==> src/hdl/ulc_pkg.sv <==
// Shared constants, widths and types for the ultrasound log compression block.
package ulc_pkg;

    localparam int SAMPLE_BITS = 16;
    localparam int FRAC_BITS   = 16;

    localparam int AMP_W = 16;
    localparam int LIM_W = 10;
    localparam int PIX_W = 8;
    localparam int IDX_W = 4;
    localparam int CFG_W = 16;

    localparam int X_W   = (SAMPLE_BITS < AMP_W) ? SAMPLE_BITS : AMP_W;
    localparam int TOP_W = $clog2(X_W);
    localparam int L_W   = TOP_W + FRAC_BITS;

    localparam int MANT_BITS = 30;
    localparam int M_W       = MANT_BITS + 1;
    localparam int SH_W      = $clog2(M_W);

    localparam int LQ_SCALE = 2000;
    localparam int LQ_W     = L_W + 11;

    localparam int SPAN    = 2 * SAMPLE_BITS - 1;
    localparam int LIM_MAX = 2 ** LIM_W - 1;
    localparam int SPL_W   = $clog2(SPAN * LIM_MAX + 1);
    localparam int LIMQ_W  = SPL_W + FRAC_BITS;
    localparam int Q_W     = (LQ_W > LIMQ_W) ? LQ_W : LIMQ_W;

    localparam int PIX_MAX   = 2 ** PIX_W - 1;
    localparam int PIX_SCALE = 2 * PIX_MAX;
    localparam int N_W       = Q_W + PIX_W + 1;

    localparam logic [LIM_W-1:0] LOW_RESET  = LIM_W'(0);
    localparam logic [LIM_W-1:0] HIGH_RESET = LIM_W'(1000);

    localparam logic [IDX_W-1:0] REG_LOW_LIMIT  = IDX_W'(0);
    localparam logic [IDX_W-1:0] REG_HIGH_LIMIT = IDX_W'(1);

    typedef struct packed {
        logic [Q_W-1:0] loq;
        logic [Q_W-1:0] den;
        logic           empty;
    } t_window;

endpackage

==> src/hdl/ulc_scale.sv <==
// Window scaling pipeline: log to limit units, offset, clamp and dividend forming.
module ulc_scale
    import ulc_pkg::*;
(
    input  logic           i_clk,
    input  logic           i_rst_n,
    input  t_window        i_win,
    input  logic           i_valid,
    output logic           o_ready,
    input  logic [L_W-1:0] i_log,
    output logic           o_valid,
    input  logic           i_ready,
    output logic [N_W-1:0] o_rem
);

    localparam int NST = 4;

    logic [NST-1:0] r_vld;
    logic [NST-1:0] w_en;
    logic [NST-1:0] w_vin;
    logic [Q_W-1:0] r_lq;
    logic [Q_W-1:0] n_lq;
    logic [Q_W:0]   w_sub;
    logic [Q_W-1:0] r_diff;
    logic [Q_W-1:0] n_diff;
    logic [Q_W-1:0] r_num;
    logic [Q_W-1:0] n_num;
    logic [N_W-1:0] r_n;
    logic [N_W-1:0] n_n;

    assign w_en[NST-1] = !r_vld[NST-1] || i_ready;

    genvar k;
    for (k = 0; k < NST - 1; k++) begin : g_en
        assign w_en[k] = !r_vld[k] || w_en[k+1];
    end

    assign w_vin = {r_vld[NST-2:0], i_valid};

    always_ff @(posedge i_clk) begin
        if (!i_rst_n) begin
            r_vld <= '0;
        end else begin
            for (int i = 0; i < NST; i++) begin
                if (w_en[i]) begin
                    r_vld[i] <= w_vin[i];
                end
            end
        end
    end

    assign n_lq   = Q_W'(LQ_W'(i_log) * LQ_W'(LQ_SCALE));
    assign w_sub  = {1'b0, r_lq} - {1'b0, i_win.loq};
    assign n_diff = w_sub[Q_W] ? '0 : w_sub[Q_W-1:0];
    assign n_num  = (r_diff > i_win.den) ? i_win.den : r_diff;
    assign n_n    = N_W'(r_num) * N_W'(PIX_SCALE) + N_W'(i_win.den);

    always_ff @(posedge i_clk) begin
        if (w_en[0]) begin
            r_lq <= n_lq;
        end
        if (w_en[1]) begin
            r_diff <= n_diff;
        end
        if (w_en[2]) begin
            r_num <= n_num;
        end
        if (w_en[3]) begin
            r_n <= n_n;
        end
    end

    assign o_ready = w_en[0];
    assign o_valid = r_vld[NST-1];
    assign o_rem   = r_n;

endmodule

==> config.mk <==
export PLATFORM = sky130hd
export DESIGN_NAME = ulc_scale
export DESIGN_NICKNAME = d
export VERILOG_FILES = /design/src/hdl/ulc_pkg.sv /design/src/hdl/ulc_scale.sv
export SDC_FILE = /design/constraint.sdc
export NUM_CORES = 1
export LEC_CHECK = 0
export BUFFER_PORTS_ARGS = -buffer_cell sky130_fd_sc_hd__buf_2
export CORE_ASPECT_RATIO = 1.1
export CORE_MARGIN = 2
export CORE_UTILIZATION = 55
export DETAILED_ROUTE_END_ITERATION = 6
export PLACE_DENSITY = 0.85
export SLEW_MARGIN = 40
export SYNTH_ARGS = -nofsm -noshare
export SYNTH_HDL_FRONTEND = slang
export SYNTH_SLANG_ARGS = --single-unit
==> constraint.sdc <==
create_clock -name i_clk -period 20.7 [get_ports i_clk]
set_clock_uncertainty 0.1 [all_clocks]
set_input_delay 3.105 -clock i_clk [delete_from_list [all_inputs] [get_ports i_clk]]
set_output_delay 3.105 -clock i_clk [all_outputs]
set_load 0.05 [all_outputs]
* Word level (Yosys, flattened, before mapping)
Index checks and enable logic that the tools add are counted.
** Cells by class
- Multiplexer cells :: 1
- $lt $le $gt $ge :: 1
- Add/sub/neg operators :: 2
- Multiply operators :: 2
- Reduce and logical (&&, ||, !) cells :: 8
** Operators by type and width (count)
- $add A40 B31 Y40 :: 1
- $mul A31 B8 Y39 const B :: 1
- $sub A31 B31 Y32 :: 1
- $gt A31 B31 Y1 :: 1
- $mux W31 :: 1
- $mul A20 B7 Y27 const B :: 1
- $logic_not A1 Y1 :: 4
- $logic_or A1 B1 Y1 :: 4
** Storage, ports and cells
- Register bits :: 133
- Output and inout bits :: 42
- Input bits :: 87
- Word-level logic and storage cells :: 22

* Depth between registers and ports, before layout
- Depth in word-level cells :: 5
- Depth in mapped cells :: 27
- Mapped depth without buffers :: 27

* Worst setup path after synthesis
Ideal clock, no wire load.
- Kind :: input -> output
- From :: input i_ready
- To :: output o_ready
- Stages on the path :: 3
- Buffers on the path :: 0
- Slack :: 13.208 ns
- Required time :: 17.495 ns
- Arrival :: 4.287 ns
- Cell sequence :: nor2b_1 > and3_1 > nand2_1
** Between the ends
- Longest elaborated chain between the ends :: 4
** Ends and longest elaborated chain
- start, declared :: RTL line ulc_scale.sv:12 : input logic i_ready,
- $logic_or A1 B1 Y1 :: RTL line ulc_scale.sv:31 : assign w_en[NST-1] = !r_vld[NST-1] || i_ready;
- $logic_or A1 B1 Y1 (3 in series) :: RTL line ulc_scale.sv:35 : assign w_en[k] = !r_vld[k] || w_en[k+1];
- end, declared :: RTL line ulc_scale.sv:9 : output logic o_ready,
No other way between the ends.

* Worst setup path in the final report
- From :: register r_num[3]
- To :: register r_n[37] (netlist: o_rem[37]), data pin
** Between the ends
- Longest elaborated chain between the ends :: 2
** Ends and longest elaborated chain
- start, declared :: RTL line ulc_scale.sv:26 : logic [Q_W-1:0] r_num;
- start signal, assigned :: RTL line ulc_scale.sv:66 : r_num <= n_num;
- $mul A31 B8 Y39 :: RTL line ulc_scale.sv:56 : assign n_n = N_W'(r_num) * N_W'(PIX_SCALE) + N_W'(i_win.den);
- $add A40 B31 Y40 :: RTL line ulc_scale.sv:56
- named net n_n[37] :: RTL line ulc_scale.sv:29 : logic [N_W-1:0] n_n;
- end signal, assigned :: RTL line ulc_scale.sv:69 : r_n <= n_n;
- end, declared :: RTL line ulc_scale.sv:28 : logic [N_W-1:0] r_n;
The timed path passes the listed nets, and every way through them passes these cells.
A chain may end at the register's enable or synchronous reset.

==> reports/qor.csv <==
metric,value,unit
run status,completed,
die area,0.0333,mm2
clock buffer depth,2,
clock sink count,133,
critical-path maximum fanout,10,
most common cell in the netlist,inv_1,
crit path capture,o_rem[37]$_DFFE_PP_,
Area Overhead vs Synth,9.73,%
Post-Route WL,37.9,mm
Die Wd,174,um
Final GP Congestion,0.913,
WL met1,15.0,mm
Die H,191,um
PortBufs,127,
Slew @ Worst Pin,728,ps
Rel. slew slack,50.2,%
vias in the first global route,13400,
Layout Utilization,61.3,%
CP Launch Point,r_num[3]$_DFFE_PP_,
post-synthesis sequential area ratio,22.6,%
CTS buffer count,17,
clock insertion delay at the later pin of the skew report,430,ps
DR WL met3,1.80,mm
# H-tree levels,4,
post-synth cell types,86,
first-pass GRT wire length,63.0,mm
Yosys top cell area share,24.7,%
Post-synth EDFFs,129,
HP Class,flip-flop to flip-flop,
antenna violations before repair,6,
post-synthesis async set-or-reset flop share,0,%
CTS resizes,0,
r2r endpoint,o_rem[37]$_DFFE_PP_,
Ports,129,
fin crit share,37.8,%
CTS Hold Bufs,0,
post-DR wirelength/cell,16.6,um
commonest cells in the netlist,"360 x inv_1, 216 x fa_1, 211 x ha_1",
WS Path Type,flip-flop to flip-flop,
Area contributors post-synth,"fa_1 25%, edfxtp_1 22%, ha_1 15%",
Reg2Reg Setup Slack,12870,ps
CTS tree,done,
1st-iter DRT viols,740,
R2R depth,26,
"Top FF cell, synth",edfxtp_1,
CP arrival,7910,ps
Congestion Overflow GR,0,
MaxCap Viol Count,0,
clk root buf,clkbuf_16,
Finished Layout Cells,2288,
# DRC,0,
Final min period,7830,ps
Clock Pin Slew Worst Setup and Hold Paths,60,ps
"Cell Area, Synth",0.0175,mm2
routed vias/inst,5.58,
post-route ant nets,0,
synthesized flop and latch total,133,
Routed met2 length,19.7,mm
endpoints failing setup,0,
Final Hold Viols,0,
TritonRoute pass-1 iters,6,
Synth Instances,1712,
synth warn,0,
final setup TNS,0,ps
pre-CTS setup slack,12610,ps
largest net degree at the start of global routing,41,
"Slew Viols, Final",0,
type of origin of the critical path,flip-flop,
placed cells,2250,
fraction of layout instances using a drive strength above 1,12.7,%
Worst Setup End Kind,flip-flop,
CP required,20780,ps
worst hold start,r_vld[1]$_SDFFE_PN0P_,
Avg Inst Size Synth,10.2,um2
via count,12800,
# nets final,2363,
Initial Util,55.8,%
GRT Total Usage,23.6,%
Post-Syn Nets,2226,
Rows,68,
"area leader, netlist",fa_1,
dpl hpwl,32.0,mm
core region area,0.0314,mm2
worst r2r src,r_num[3]$_DFFE_PP_,
FMAX,128,MHz
final worst slack,12870,ps
setup bufs post-CTS,0,
unrepaired setup endpoints after global routing,no,
highest metal layer with signal wires,met4,
==> cell families after synthesis <==
| group | count (synthesis) | share of synthesized area (%) |
|---|---|---|
| DFF | 133 | 22.6 |
| adders and majority gates | 427 | 39.7 |
| xor gates and xnor gates | 104 | 5.24 |
| AOI/OAI and AO/OA | 358 | 13.9 |
| and+or+nand+nor | 282 | 8.22 |
| muxes | 35 | 2.23 |
| buffers and inverters | 373 | 8.10 |
==> layer usage <==
layer	vias up	GRT usage, %
met4	0	9.76
met2	331	43.5
met5	-	0
li1	6061	-
met3	90	2.86
met1	6285	27.8
==> metrics by stage <==
stage	area (um2)	hold WS, ps
after floorplan	17500	351
after global placement	18700	356
after detailed placement	18700	400
after CTS	19200	414
after global routing	19200	432
final	19200	412
==> cells in the final DEF, fill, tap and decap left out, drive strengths merged, types with 33 or more instances in the layout <==
cell type  count
a21o          66
a21oi        113
buf          131
edfxtp       129
fa           216
ha           211
inv          361
nand2         61
nor2          93
o21ai         54
xnor2         71
xor2          33
==> registers in the layout, summed over array words and instances, names as in the netlist <==
register	count
r_lq	27
o_rem	40
r_diff	31
r_vld	4
r_num	31
==> critical path: stages (launching register included) <==
cell and delay [ps]:
edfxtp_1 440, inv_1 160, fa_1 620, inv_1 80
fa_1 510, fa_1 540, inv_1 60, fa_1 530
inv_1 40, ha_1 330, o21a_2 160, a2111oi_4 470
nor4_4 120, or3_2 520, a31oi_1 240, xnor2_1 100
ha_1 430, a21o_1 160, a21o_1 150, nand2b_1 110
o311ai_0 140, a31o_2 280, o221ai_1 490, o21a_1 270
nor2b_2 230, nand4_1 140, xnor2_1 150
==> cell type report <==
cell class / instances / area, um2
Sequential cell: 133 / 3950
Clock buffer: 20 / 457
Timing Repair Buffer: 131 / 666
Clock inverter: 12 / 106
Antenna cell: 6 / 15.0
Multi-Input combinational cell: 1206 / 12200
Tap cell: 420 / 526
Fill cell: 2407 / 12200
Inverter: 360 / 1350
==> worst min path at each step <==
stage                                       end  slack, ps  depth (start not counted)
after floorplan           r_vld[2]$_SDFFE_PN0P_        350                          2
after global routing      r_vld[1]$_SDFFE_PN0P_        430                          1
final                     r_vld[2]$_SDFFE_PN0P_        410                          2
after global placement    r_vld[2]$_SDFFE_PN0P_        360                          2
after CTS                 r_vld[1]$_SDFFE_PN0P_        410                          1
after detailed placement  r_vld[1]$_SDFFE_PN0P_        400                          1
Power is left out: the tool's default activity adds up to more than one toggle a clock period on the data nets, which glitch-free logic cannot reach.
