--- src/hdl/ulc_pkg.sv ---
// Shared constants, widths and types for the ultrasound log compression block.
package ulc_pkg;

    localparam int SAMPLE_BITS = 16;
    localparam int FRAC_BITS   = 16;

    localparam int AMP_W = 16;
    localparam int LIM_W = 10;
    localparam int PIX_W = 8;
    localparam int IDX_W = 4;
    localparam int CFG_W = 16;

    localparam int X_W   = (SAMPLE_BITS < AMP_W) ? SAMPLE_BITS : AMP_W;
    localparam int TOP_W = $clog2(X_W);
    localparam int L_W   = TOP_W + FRAC_BITS;

    localparam int MANT_BITS = 30;
    localparam int M_W       = MANT_BITS + 1;
    localparam int SH_W      = $clog2(M_W);

    localparam int LQ_SCALE = 2000;
    localparam int LQ_W     = L_W + 11;

    localparam int SPAN    = 2 * SAMPLE_BITS - 1;
    localparam int LIM_MAX = 2 ** LIM_W - 1;
    localparam int SPL_W   = $clog2(SPAN * LIM_MAX + 1);
    localparam int LIMQ_W  = SPL_W + FRAC_BITS;
    localparam int Q_W     = (LQ_W > LIMQ_W) ? LQ_W : LIMQ_W;

    localparam int PIX_MAX   = 2 ** PIX_W - 1;
    localparam int PIX_SCALE = 2 * PIX_MAX;
    localparam int N_W       = Q_W + PIX_W + 1;

    localparam logic [LIM_W-1:0] LOW_RESET  = LIM_W'(0);
    localparam logic [LIM_W-1:0] HIGH_RESET = LIM_W'(1000);

    localparam logic [IDX_W-1:0] REG_LOW_LIMIT  = IDX_W'(0);
    localparam logic [IDX_W-1:0] REG_HIGH_LIMIT = IDX_W'(1);

    typedef struct packed {
        logic [Q_W-1:0] loq;
        logic [Q_W-1:0] den;
        logic           empty;
    } t_window;

endpackage

--- src/hdl/ulc_div.sv ---
// Restoring divider pipeline: one quotient bit of the rounded pixel per stage.
module ulc_div
    import ulc_pkg::*;
(
    input  logic             i_clk,
    input  logic             i_rst_n,
    input  t_window          i_win,
    input  logic             i_valid,
    output logic             o_ready,
    input  logic [N_W-1:0]   i_rem,
    output logic             o_valid,
    input  logic             i_ready,
    output logic [PIX_W-1:0] o_q
);

    localparam int NST = PIX_W;

    logic [NST-1:0]   r_vld;
    logic [NST-1:0]   w_en;
    logic [NST-1:0]   w_vin;
    logic [N_W-1:0]   w_div;
    logic [N_W-1:0]   r_rem [0:NST-2];
    logic [PIX_W-1:0] r_q   [0:NST-1];

    assign w_en[NST-1] = !r_vld[NST-1] || i_ready;

    genvar k;
    for (k = 0; k < NST - 1; k++) begin : g_en
        assign w_en[k] = !r_vld[k] || w_en[k+1];
    end

    assign w_vin = {r_vld[NST-2:0], i_valid};

    always_ff @(posedge i_clk) begin
        if (!i_rst_n) begin
            r_vld <= '0;
        end else begin
            for (int i = 0; i < NST; i++) begin
                if (w_en[i]) begin
                    r_vld[i] <= w_vin[i];
                end
            end
        end
    end

    assign w_div = N_W'({i_win.den, 1'b0});

    genvar j;
    for (j = 0; j < NST; j++) begin : g_bit
        logic [N_W-1:0]   w_rem_in;
        logic [PIX_W-1:0] w_q_in;
        logic [N_W-1:0]   w_dk;
        logic             w_ge;

        if (j == 0) begin : g_first
            assign w_rem_in = i_rem;
            assign w_q_in   = '0;
        end else begin : g_next
            assign w_rem_in = r_rem[j-1];
            assign w_q_in   = r_q[j-1];
        end

        assign w_dk = w_div << (NST - 1 - j);
        assign w_ge = (w_rem_in >= w_dk);

        always_ff @(posedge i_clk) begin
            if (w_en[j]) begin
                r_q[j] <= {w_q_in[PIX_W-2:0], w_ge};
            end
        end

        if (j < NST - 1) begin : g_rem
            always_ff @(posedge i_clk) begin
                if (w_en[j]) begin
                    r_rem[j] <= w_ge ? (w_rem_in - w_dk) : w_rem_in;
                end
            end
        end
    end

    assign o_ready = w_en[0];
    assign o_valid = r_vld[NST-1];
    assign o_q     = r_q[NST-1];

endmodule

--- config.mk ---
export PLATFORM = sky130hd
export DESIGN_NAME = ulc_div
export DESIGN_NICKNAME = d
export VERILOG_FILES = /design/src/hdl/ulc_pkg.sv /design/src/hdl/ulc_div.sv
export SDC_FILE = /design/constraint.sdc
export NUM_CORES = 1
export LEC_CHECK = 0
export CAP_MARGIN = 20
export CORE_MARGIN = 2
export CORE_UTILIZATION = 40
export CTS_CLUSTER_SIZE = 10
export DETAILED_ROUTE_END_ITERATION = 10
export DONT_BUFFER_PORTS = 1
export PLACE_DENSITY = 0.59
export SYNTH_ARGS = -nofsm -noshare
export SYNTH_HDL_FRONTEND = slang
export SYNTH_SLANG_ARGS = --single-unit
--- constraint.sdc ---
create_clock -name i_clk -period 3.8 [get_ports i_clk]
set_input_delay 0.19 -clock i_clk [delete_from_list [all_inputs] [get_ports i_clk]]
set_output_delay 0.19 -clock i_clk [all_outputs]
set_load 0.05 [all_outputs]
# [Word level (Yosys, flattened, before mapping)]
# Memories as Yosys holds them, arrays and structs flattened.
# Cells that the tools add are included.
[word_totals] register_bits=8 ramBits=344 output_inout_bits=10 memories=2
[memory_table] memory="r_rem" depth=7 width=40 rd=7 rd_ports_with_merged_regs=0 write_ports=7 line_no="ulc_div.sv:22" text="logic [N_W-1:0] r_rem [0:NST-2];"
[memory_table] memory="r_q" depth=8 width=8 rd=8 rd_ports_with_merged_regs=0 write_ports=8 line_no="ulc_div.sv:23" text="logic [PIX_W-1:0] r_q [0:NST-1];"
[classes] add_sub_neg=7 order_cmp=8 n_mux=23 n_reduce_logical=16
[ops] cell="two-way mux 40 bit" count=7
[ops] cell=">= comparator 40 x 32 -> 1 bit" count=1
[ops] cell=">= comparator 40 x 33 -> 1 bit" count=1
[ops] cell=">= comparator 40 x 34 -> 1 bit" count=1
[ops] cell=">= comparator 40 x 35 -> 1 bit" count=1
[ops] cell=">= comparator 40 x 36 -> 1 bit" count=1
[ops] cell=">= comparator 40 x 37 -> 1 bit" count=1
[ops] cell=">= comparator 40 x 38 -> 1 bit" count=1
[ops] cell=">= comparator 40 x 39 -> 1 bit" count=1
[ops] cell="subtractor 40 x 33 -> 40 bit" count=1
[ops] cell="subtractor 40 x 34 -> 40 bit" count=1
[ops] cell="subtractor 40 x 35 -> 40 bit" count=1
[ops] cell="subtractor 40 x 36 -> 40 bit" count=1
[ops] cell="subtractor 40 x 37 -> 40 bit" count=1
[ops] cell="subtractor 40 x 38 -> 40 bit" count=1
[ops] cell="subtractor 40 x 39 -> 40 bit" count=1
[ops] cell="two-way mux 1 bit" count=16
[ops] cell="zero test 1 bit" count=8
[ops] cell="logical OR 1 bit" count=8

# [Longest topological paths before layout]
# Gate-level depths: netlist of the first run.
[logic_depth] ltp_word=11 depth_mapped=15 ltp_nobuf=13

# [Worst setup path before layout of the first run]
# No wires, ideal clock.
[synth_timing] path_type="register -> register" startpoint="register r_vld[7]" endpoint="memory r_q[0][0] (enable)" setup_ns=0.644 t_arrival_ns=2.601 required_time_ns=3.156 slack_ns=0.555 path_stages_with_launch=7 path_buffers=0 synth_period_minus_slack_ns=3.245 path_cell_list="dfxtp_1 > nor2b_1 > and2_1 > and3_1 > and3_1 > and2_1 > nand2_1"
[synth_lines] item="start: declaration" line_no="ulc_div.sv:18" text="logic [NST-1:0] r_vld;"
[synth_lines] item="start signal: indexed assignment" line_no="ulc_div.sv:40" text="r_vld[i] <= w_vin[i];"
[synth_lines] item="end: declaration" line_no="ulc_div.sv:23"

==> results of run 1 <==
layer usage:
layer	up-vias	global-route usage (%)	wire length, um
met5	-	0	0
met4	0	9.03	3070
met3	158	2.59	2830
met2	552	34.6	31500
met1	9591	25.8	30300
li1	10200	-	-
path summary, 6_finish.rpt:
check / start / endpoint / slack, ns
max: i_win[1] / r_rem[3][39]$_DFFE_PP_ / 0.16
max reg2reg: r_rem[2][5]$_DFFE_PP_ / r_rem[3][39]$_DFFE_PP_ / 0.20
min: i_win[1] / r_rem[6][2]$_DFFE_PP_ / 0.04
min reg2reg: r_q[1][22]$_DFFE_PP_ / r_q[1][31]$_DFFE_PP_ / 0.42
Yosys cell counts (13+ instances only):
library cell  instances
a211oi_1             27
a21o_1              120
a21oi_1             298
a31oi_1              26
and3_1               23
buf_2                26
clkbuf_1             64
edfxtp_1            316
ha_1                248
inv_1                96
mux2_2               38
nand2_1             270
nand2b_1             29
nand3_1              37
nand4_1              47
nor2_1              185
nor2b_1              34
nor3_1               34
o211ai_1             18
o21a_1               34
o21ai_0             248
o21bai_1             18
or3_1                14
or4_1                13
xnor2_1             104
xor2_1              111
registers in the layout (all words and copies together), names as in the netlist:
signal	count
r_rem	280
r_q	36
r_vld	8
stage by stage:
| step | setup WS [ns] | util, % | hold WS [ns] | cell area (sq um) |
|---|---|---|---|---|
| after detailed placement | 0.220 | 42.5 | 0.289 | 26700 |
| after CTS | 0.179 | 45.2 | 0.0208 | 28400 |
| after global placement | 0.244 | 42.5 | 0.289 | 26700 |
| final | 0.157 | 45.2 | 0.0426 | 28400 |
| after floorplan | 0.555 | - | 0.289 | 25300 |
| after global routing | 0.00902 | 45.2 | 0.0326 | 28400 |
final cells by class:
class	instances	area, sq um
Timing Repair Buffer	134	1220
Inverter	96	360
Multi-Input combinational cell	2169	14900
Sequential cell	324	9650
Antenna cell	1	2.50
Tap cell	846	1060
Clock buffer	61	1140
Fill cell	6036	34400
Clock inverter	12	78.8
cell families (layout without fill, tap and decap cells):
| group | after synthesis | in the layout | share of synthesized area (%) |
|---|---|---|---|
| buffers and inverters | 193 | 303 | 3.14 |
| xor gates and xnor gates | 215 | 215 | 7.44 |
| adders and majority gates | 255 | 255 | 12.8 |
| muxes | 45 | 45 | 1.99 |
| other | 0 | 1 | 0 |
| DFF | 324 | 324 | 38.1 |
| and+or+nand+nor | 743 | 743 | 13.9 |
| AOI/OAI and AO/OA | 911 | 911 | 22.6 |
cells in the final DEF (no fill, tap or decap), drive strengths merged, types with 13 or more instances in the layout:
cell,Yosys,final
or4,13,13
nand2b,29,29
and3,23,23
nor2,185,185
mux2,40,40
ha,248,248
nor2b,36,36
buf,32,87
nand2,271,271
o21bai,18,18
edfxtp,316,316
xor2,111,111
o21a,34,34
o211ai,19,19
xnor2,104,104
inv,96,98
a31oi,26,26
a21oi,301,301
or3,15,15
a211oi,28,28
o21ai,256,256
a21o,120,120
clkbuf,65,61
nand3,37,37
nand4,47,47
nor3,36,36
dlygate4sd3,0,47
report_power, final:
part / internal, mW / switching, mW
clock network: 2.08 / 1.52
registers: 6.13 / 0.908
logic: 5.19 / 6.80
timing repair:
item,4_1_cts,5_1_grt
setup endpoints to repair,0,2
hold endpoints to repair,56,0
resized for setup,0,2
setup buffers,0,0
hold buffers,47,0
==> flow_summary.ini, run 1 <==
[logic_synthesis]
ys_warn_count = 0
synthDominantCellAreaShare_pct = 37.5
synth-seq-area-share_pct = 38.1
synth_area_sq_um = 25300
synthDistinctLibCells = 98
yosysTopAreaCell = edfxtp_1
synth_fp_nets = 3048
ys_dominant_reg_cell = edfxtp_1
synth-seq-cells = 324
syn_inst = 2686
asyncSetResetFlopFracSynth_pct = 0
ys_top_cells_by_area = edfxtp_1, ha_1, a21oi_1
synth_area_per_cell_sq_um = 9.43
synth-edff-count = 316

[floorplan]
row_count = 92
io_pins = 117
core_area_sq_um = 62900
initial_utilization_pct = 40.3
dieHeight_um = 256
dieArea_sq_um = 65300
die_w_um = 256

[timing]
fin_crit_sh_pct = 95.9
final.setup_skew_ns = 0.0111
report.final.slew_viol_count = 0
worstMarginPinSlew_ns = 0.989
fmax_mhz = 274
rsz0062_at_grt = false
setup_tns_ns = 0
min_period_ns = 3.64
setup_viol = 0
hold_viol_final = 0
relSlewSlack_pct = 33.8

[clocking]
clkTransAtPathRegs_ns = 0.05
cts-buffers-inserted = 42
clockRootBuffer = clkbuf_16
clkLatencyLatePin_ns = 0.57
cts_max_path_buffers = 3
htree_levels = 2
clock-sinks = 324
cts_tree = built

[critical_path]
critPathRequiredTime_ns = 4.11
critPathMaxStageDelay_ns = 0.78
worstPathMaxFanout = 5
cp-start-kind = input port
r2r_cells = 14
arrival_ns = 3.95
endpoint_kind = flip-flop
cp_cell_sequence = dlygate4sd3_1, ha_1, inv_1, fa_1, a211oi_1, o211ai_1, a221oi_2, nor4_1, o21ai_0, buf_4, a21oi_1, a2111oi_1, nand2_1, xnor2_1
crit_type = input port to flip-flop
cp_num_cells = 14
cp_slowest_cell = dlygate4sd3_1
critPathBufInv = 3
cpLargestDelayFamily = compound AO/OA/AOI/OAI gates

[global_routing]
grt_overflow_total = 0
antenna_found_initial = 2
grt_pass1_vias = 20600
grt_start_max_net_pins = 48
grt_pass1_wl_um = 107000
grt_use_total_pct = 20.3

[outcome]
status = finished, final reports clean

[pwr]
total_power_mw = 22.6
p_leak_nw = 11.4
power_density_nw_per_um2 = 796
ir_drop_uv = 351

[detailed_routing]
ant_nets = 0
wl_um = 67700
drc = 0
firstDrtPassIters = 6
num_vias = 20500
routedWlPerCell_um = 18.6
via_per_inst = 5.64
first_iter_violations = 1214

[final_layout]
syn_to_final_growth_pct = 12.3
final-instance-count-excl-fill = 3643
drive_above_1_share_pct = 8.51
fin_nets = 3129

[placement]
port_buffers = 0
gp_congestion = 0.901
dp_hpwl_um = 53600
dp.cells = 3520

[worst_hold_path]
hold_class = input port to flip-flop
whs_path_depth = 2

[run]
drv_cap = 0
(Power assumes the default switching activity.)
==> inputs of run 2 (changes only) <==
- CORE_ASPECT_RATIO: not set -> 0.9
==> run 2 against run 1 <==
  * Critical path depth is 1 lower
  * Total power is 0.66% higher
  * Count of clock-buffer cells in the layout is 2 lower
  * Via count hardly changed
  * Worst hold slack better by 0.069 ns
  * Largest power group unchanged
  * Design area hardly changed
==> flow_summary.ini, run 2 (synthesized netlist as in run 1, its figures left out) <==
[outcome]
status = finished, final reports clean

[timing]
report.final.slew_viol_count = 0
rsz0062_at_grt = false
fmax_mhz = 281
hold_slack_ns = 0.112
relSlewSlack_pct = 46.9
final.setup_skew_ns = 0.0243
hold_viol_final = 0
fin_crit_sh_pct = 93.6
min_period_ns = 3.56
setup_viol = 0
setup_tns_ns = 0
worstMarginPinSlew_ns = 0.788

[global_routing]
grt_start_max_net_pins = 54
antenna_found_initial = 1
grt_pass1_vias = 20500
grt_use_total_pct = 20.7
grt_pass1_wl_um = 109000
grt_overflow_total = 0

[final_layout]
largestRegisters = r_rem (280), r_q (36), r_vld (8)
drive_above_1_share_pct = 8.42
fin_nets = 3124
final_cell_mix = edfxtp_1, a21oi_1, nand2_1
largest_reg_flops = 280
syn_to_final_growth_pct = 12.3
max_flop_register = r_rem
final_common_cell = edfxtp_1
final-instance-count-excl-fill = 3638
fillers = 5896

[placement]
dp.cells = 3517
port_buffers = 0
dp_hpwl_um = 54300
gp_congestion = 0.934

[detailed_routing]
ant_nets = 0
via_per_inst = 5.64
wl_um = 68500
routedWlPerCell_um = 18.8
num_vias = 20500
first_iter_violations = 1727
firstDrtPassIters = 6
drc = 0

[clocking]
cts-buffers-inserted = 42
clock-sinks = 324
cts_max_path_buffers = 3
clkTransAtPathRegs_ns = 0.06
clkLatencyLatePin_ns = 0.59
htree_levels = 2
cts_setup_buffers = 0
clockRootBuffer = clkbuf_16
cts_tree = built

[floorplan]
core_area_sq_um = 62600
dieHeight_um = 243
die_w_um = 269
row_count = 87
io_pins = 117
initial_utilization_pct = 40.5
dieArea_sq_um = 65300

[run]
drv_cap = 0

[pwr]
power_density_nw_per_um2 = 801
total_power_mw = 22.8
p_leak_nw = 11.4
ir_drop_uv = 283

[critical_path]
crit_type = flip-flop to flip-flop
cp_slowest_cell = a2111oi_1
cp-start-kind = flip-flop
critPathMaxStageDelay_ns = 0.51
cp_cell_sequence = inv_1, ha_1, fa_1, nor2b_1, o31a_1, o31ai_4, a2111oi_1, buf_4, o21ai_0, o311ai_2, a41oi_1, nor4b_1, xor2_1
worstPathMaxFanout = 4
arrival_ns = 3.87
endpoint_kind = flip-flop
critPathRequiredTime_ns = 4.11

[worst_hold_path]
hold_class = input port to flip-flop
run 2: changes by cell type in the layout (fill, tap and decap cells not counted), sizes merged, moves of 2 or more:
cell	before	now
clkinv	10	13
dlygate4sd3	47	45
clkbuf	61	59
inv	98	96
buf	87	83
run 2: layer usage:
| metal | global-route usage [%] | vias to the layer above | wire, um |
|---|---|---|---|
| li1 | - | 10200 | - |
| met1 | 28.0 | 9573 | 32600 |
| met2 | 33.5 | 585 | 30400 |
| met3 | 2.88 | 129 | 3130 |
| met4 | 7.76 | 0 | 2410 |
| met5 | 0 | - | 0 |
run 2: report_power, final:
part | leakage [nW] | switching, mW | internal [mW]
sequential | 3.34 | 0.926 | 6.13
clock | 0.616 | 1.54 | 2.15
combinational | 7.41 | 6.85 | 5.17
total | 11.4 | 9.32 | 13.5
run 2: final timing paths:
kind | slack (ns) | cells past startpoint | from | endpoint
min | 0.11 | 3 | i_rem[11] | r_rem[0][11]$_DFFE_PP_
max | 0.24 | 13 | r_rem[4][3]$_DFFE_PP_ | r_rem[5][39]$_DFFE_PP_
max reg2reg | 0.24 | 13 | r_rem[4][3]$_DFFE_PP_ | r_rem[5][39]$_DFFE_PP_
min reg2reg | 0.42 | 0 | r_q[0][25]$_DFFE_PP_ | r_q[1][2]$_DFFE_PP_
run 2: worst max-delay path, delay by kind of cell, from the launching register on:
family,cells,cell delay (ns)
adders and majority gates,2,0.61
DFF,1,0.35
and+or+nand+nor,2,0.37
xor gates and xnor gates,1,0.14
AOI/OAI and AO/OA,6,1.59
buffers and inverters,2,0.25
run 2: area by class of cell:
cell class / instances / area, sq um / share of cell area, %
clock buffer: 59 / 1180 / 4.14
sequential: 324 / 9650 / 33.9
clock inverter: 14 / 83.8 / 0.295
tap: 845 / 1060 / 3.72
multi-input combinational: 2169 / 14900 / 52.4
timing repair buffer: 129 / 1190 / 4.17
inverter: 96 / 360 / 1.27
antenna: 2 / 5.00 / 0.0176
run 2: through the flow:
stage                     area (sq um)  setup WS (ns)  utilization, %
after floorplan                  25300          0.555               -
after global placement           26700          0.241            42.7
final                            28400          0.244            45.4
after global routing             28400         0.0163            45.4
after CTS                        28400         0.0524            45.4
after detailed placement         26700          0.151            42.7
run 2: timing repair:
item / CTS / global route
resized for setup: 0 / 2
setup endpoints to repair: 0 / 7
endpoints found under the hold margin: 57 / 0
hold buffers: 46 / 0
==> inputs of run 3 (changes only) <==
- CORE_MARGIN: 2 -> 4
==> run 3 against run 2 <==
  * Flip-flop and latch count did not move
  * Non-clock buffer count fell by 4
  * Clock skew fell by 0.0049 ns
  * Highest routed layer unchanged
  * Combinational power barely moved
  * First-iteration DRC count fell by 23%
  * Die area rose by 3.2%
==> flow_summary.ini, run 3 (synthesized netlist as in run 1, its figures left out) <==
[timing]
worstMarginPinSlew_ns = 0.987
relSlewSlack_pct = 33.9
min_period_ns = 3.60
setup_tns_ns = 0
setup_viol = 0
fmax_mhz = 277
hold_viol_final = 0
final.setup_skew_ns = 0.0193
fin_crit_sh_pct = 94.9
rsz0062_at_grt = false
report.final.slew_viol_count = 0
hold_slack_ns = 0.128

[critical_path]
cp-start-kind = flip-flop
worstPathMaxFanout = 4
endpoint_kind = flip-flop
crit_type = flip-flop to flip-flop
critPathRequiredTime_ns = 4.10
arrival_ns = 3.91

[floorplan]
die_w_um = 273
row_count = 87
dieHeight_um = 247
initial_utilization_pct = 40.4
core_area_sq_um = 62700
dieArea_sq_um = 67400
io_pins = 117

[final_layout]
postLayoutCoreUtil_pct = 45.3
max_flop_register = r_rem
largestRegisters = r_rem (280), r_q (36), r_vld (8)
final_cell_mix = edfxtp_1, a21oi_1, nand2_1
final-instance-count-excl-fill = 3635
fin_nets = 3120
syn_to_final_growth_pct = 12.1
fillers = 5933
final_common_cell = edfxtp_1
seqCellArea_sq_um = 9650
multi_input_area_sq_um = 14900
drive_above_1_share_pct = 8.14
largest_reg_flops = 280

[pwr]
power_density_nw_per_um2 = 796
p_leak_nw = 11.3
ir_drop_uv = 347

[clocking]
cts_tree = built
htree_levels = 2
clkLatencyLatePin_ns = 0.57
clkTransAtPathRegs_ns = 0.06
clockRootBuffer = clkbuf_16
cts_setup_buffers = 0
cts_max_path_buffers = 3
cts-buffers-inserted = 42
clock-sinks = 324

[worst_hold_path]
hold_class = input port to flip-flop

[detailed_routing]
num_vias = 20500
routedWlPerCell_um = 18.5
firstDrtPassIters = 5
wl_um = 67100
ant_nets = 0
first_iter_violations = 1333
drc = 0
via_per_inst = 5.64

[placement]
gp_congestion = 0.939
dp_hpwl_um = 53200
port_buffers = 0
dp.cells = 3511

[global_routing]
grt_pass1_vias = 20400
antenna_found_initial = 3
grt_overflow_total = 0
grt_pass1_wl_um = 107000
grt_start_max_net_pins = 49
grt_use_total_pct = 19.6

[run]
drv_cap = 0

[outcome]
status = finished, final reports clean
## run 3: changes by cell type in the layout (fill, tap and decap cells not counted), sizes merged
| cell | previous run | this run |
|---|---|---|
| clkbuf | 59 | 60 |
| dlygate4sd3 | 45 | 46 |
| clkinvlp | 1 | 0 |
| diode | 2 | 3 |
| buf | 83 | 78 |
## run 3: power breakdown
part | switching, mW | internal (mW) | total, mW
registers | 0.926 | 6.13 | 7.06
clock network | 1.52 | 2.11 | 3.63
logic | 6.74 | 5.15 | 11.9
total | 9.18 | 13.4 | 22.6
## run 3: critical path, stage by stage, from the launching register on
cell       delay (ns)
edfxtp_1         0.35
inv_1            0.05
ha_1             0.20
fa_1             0.42
nor2b_1          0.17
o31a_1           0.26
o31ai_4          0.11
a2111oi_0        0.57
buf_4            0.21
o21ai_0          0.13
o311ai_2         0.35
a41oi_1          0.20
nor4b_1          0.19
xor2_1           0.14
## run 3: layout make-up
| type | instances | share of cell area (%) |
|---|---|---|
| Multi-Input combinational cell | 2169 | 52.6 |
| Sequential cell | 324 | 34.0 |
| Clock buffer | 60 | 4.09 |
| Timing Repair Buffer | 125 | 4.04 |
| Tap cell | 845 | 3.73 |
| Inverter | 96 | 1.27 |
| Clock inverter | 13 | 0.291 |
| Antenna cell | 3 | 0.0265 |
## run 3: path summary, 6_finish.rpt
path | depth (start not counted) | slack (ns) | end | start
max | 13 | 0.20 | r_rem[5][39]$_DFFE_PP_ | r_rem[4][3]$_DFFE_PP_
min | 3 | 0.13 | r_rem[0][11]$_DFFE_PP_ | i_rem[11]
max reg2reg | 13 | 0.20 | r_rem[5][39]$_DFFE_PP_ | r_rem[4][3]$_DFFE_PP_
min reg2reg | 0 | 0.41 | r_q[1][19]$_DFFE_PP_ | r_q[1][10]$_DFFE_PP_
## run 3: timing repair
action                                 CTS  global route
setup endpoints to repair                0             5
endpoints found under the hold margin   57             0
hold buffers                            47             0
resized for setup                        0             3
## run 3: routing by layer
metal | routed length, um | track usage [%]
met3 | 3350 | 2.58
met5 | 0 | 0
met2 | 29800 | 31.7
met1 | 30900 | 26.3
met4 | 3050 | 8.70
## run 3: stage by stage
stage          setup slack (ns)  power [mW]  cell area [sq um]
2_1_floorplan             0.555        16.0              25300
3_3_place_gp              0.169        18.6              26600
3_5_place_dp              0.146        18.8              26600
4_1_cts                  0.0436        22.6              28300
5_1_grt                  0.0638        24.5              28400
6_report                  0.195        22.6              28400
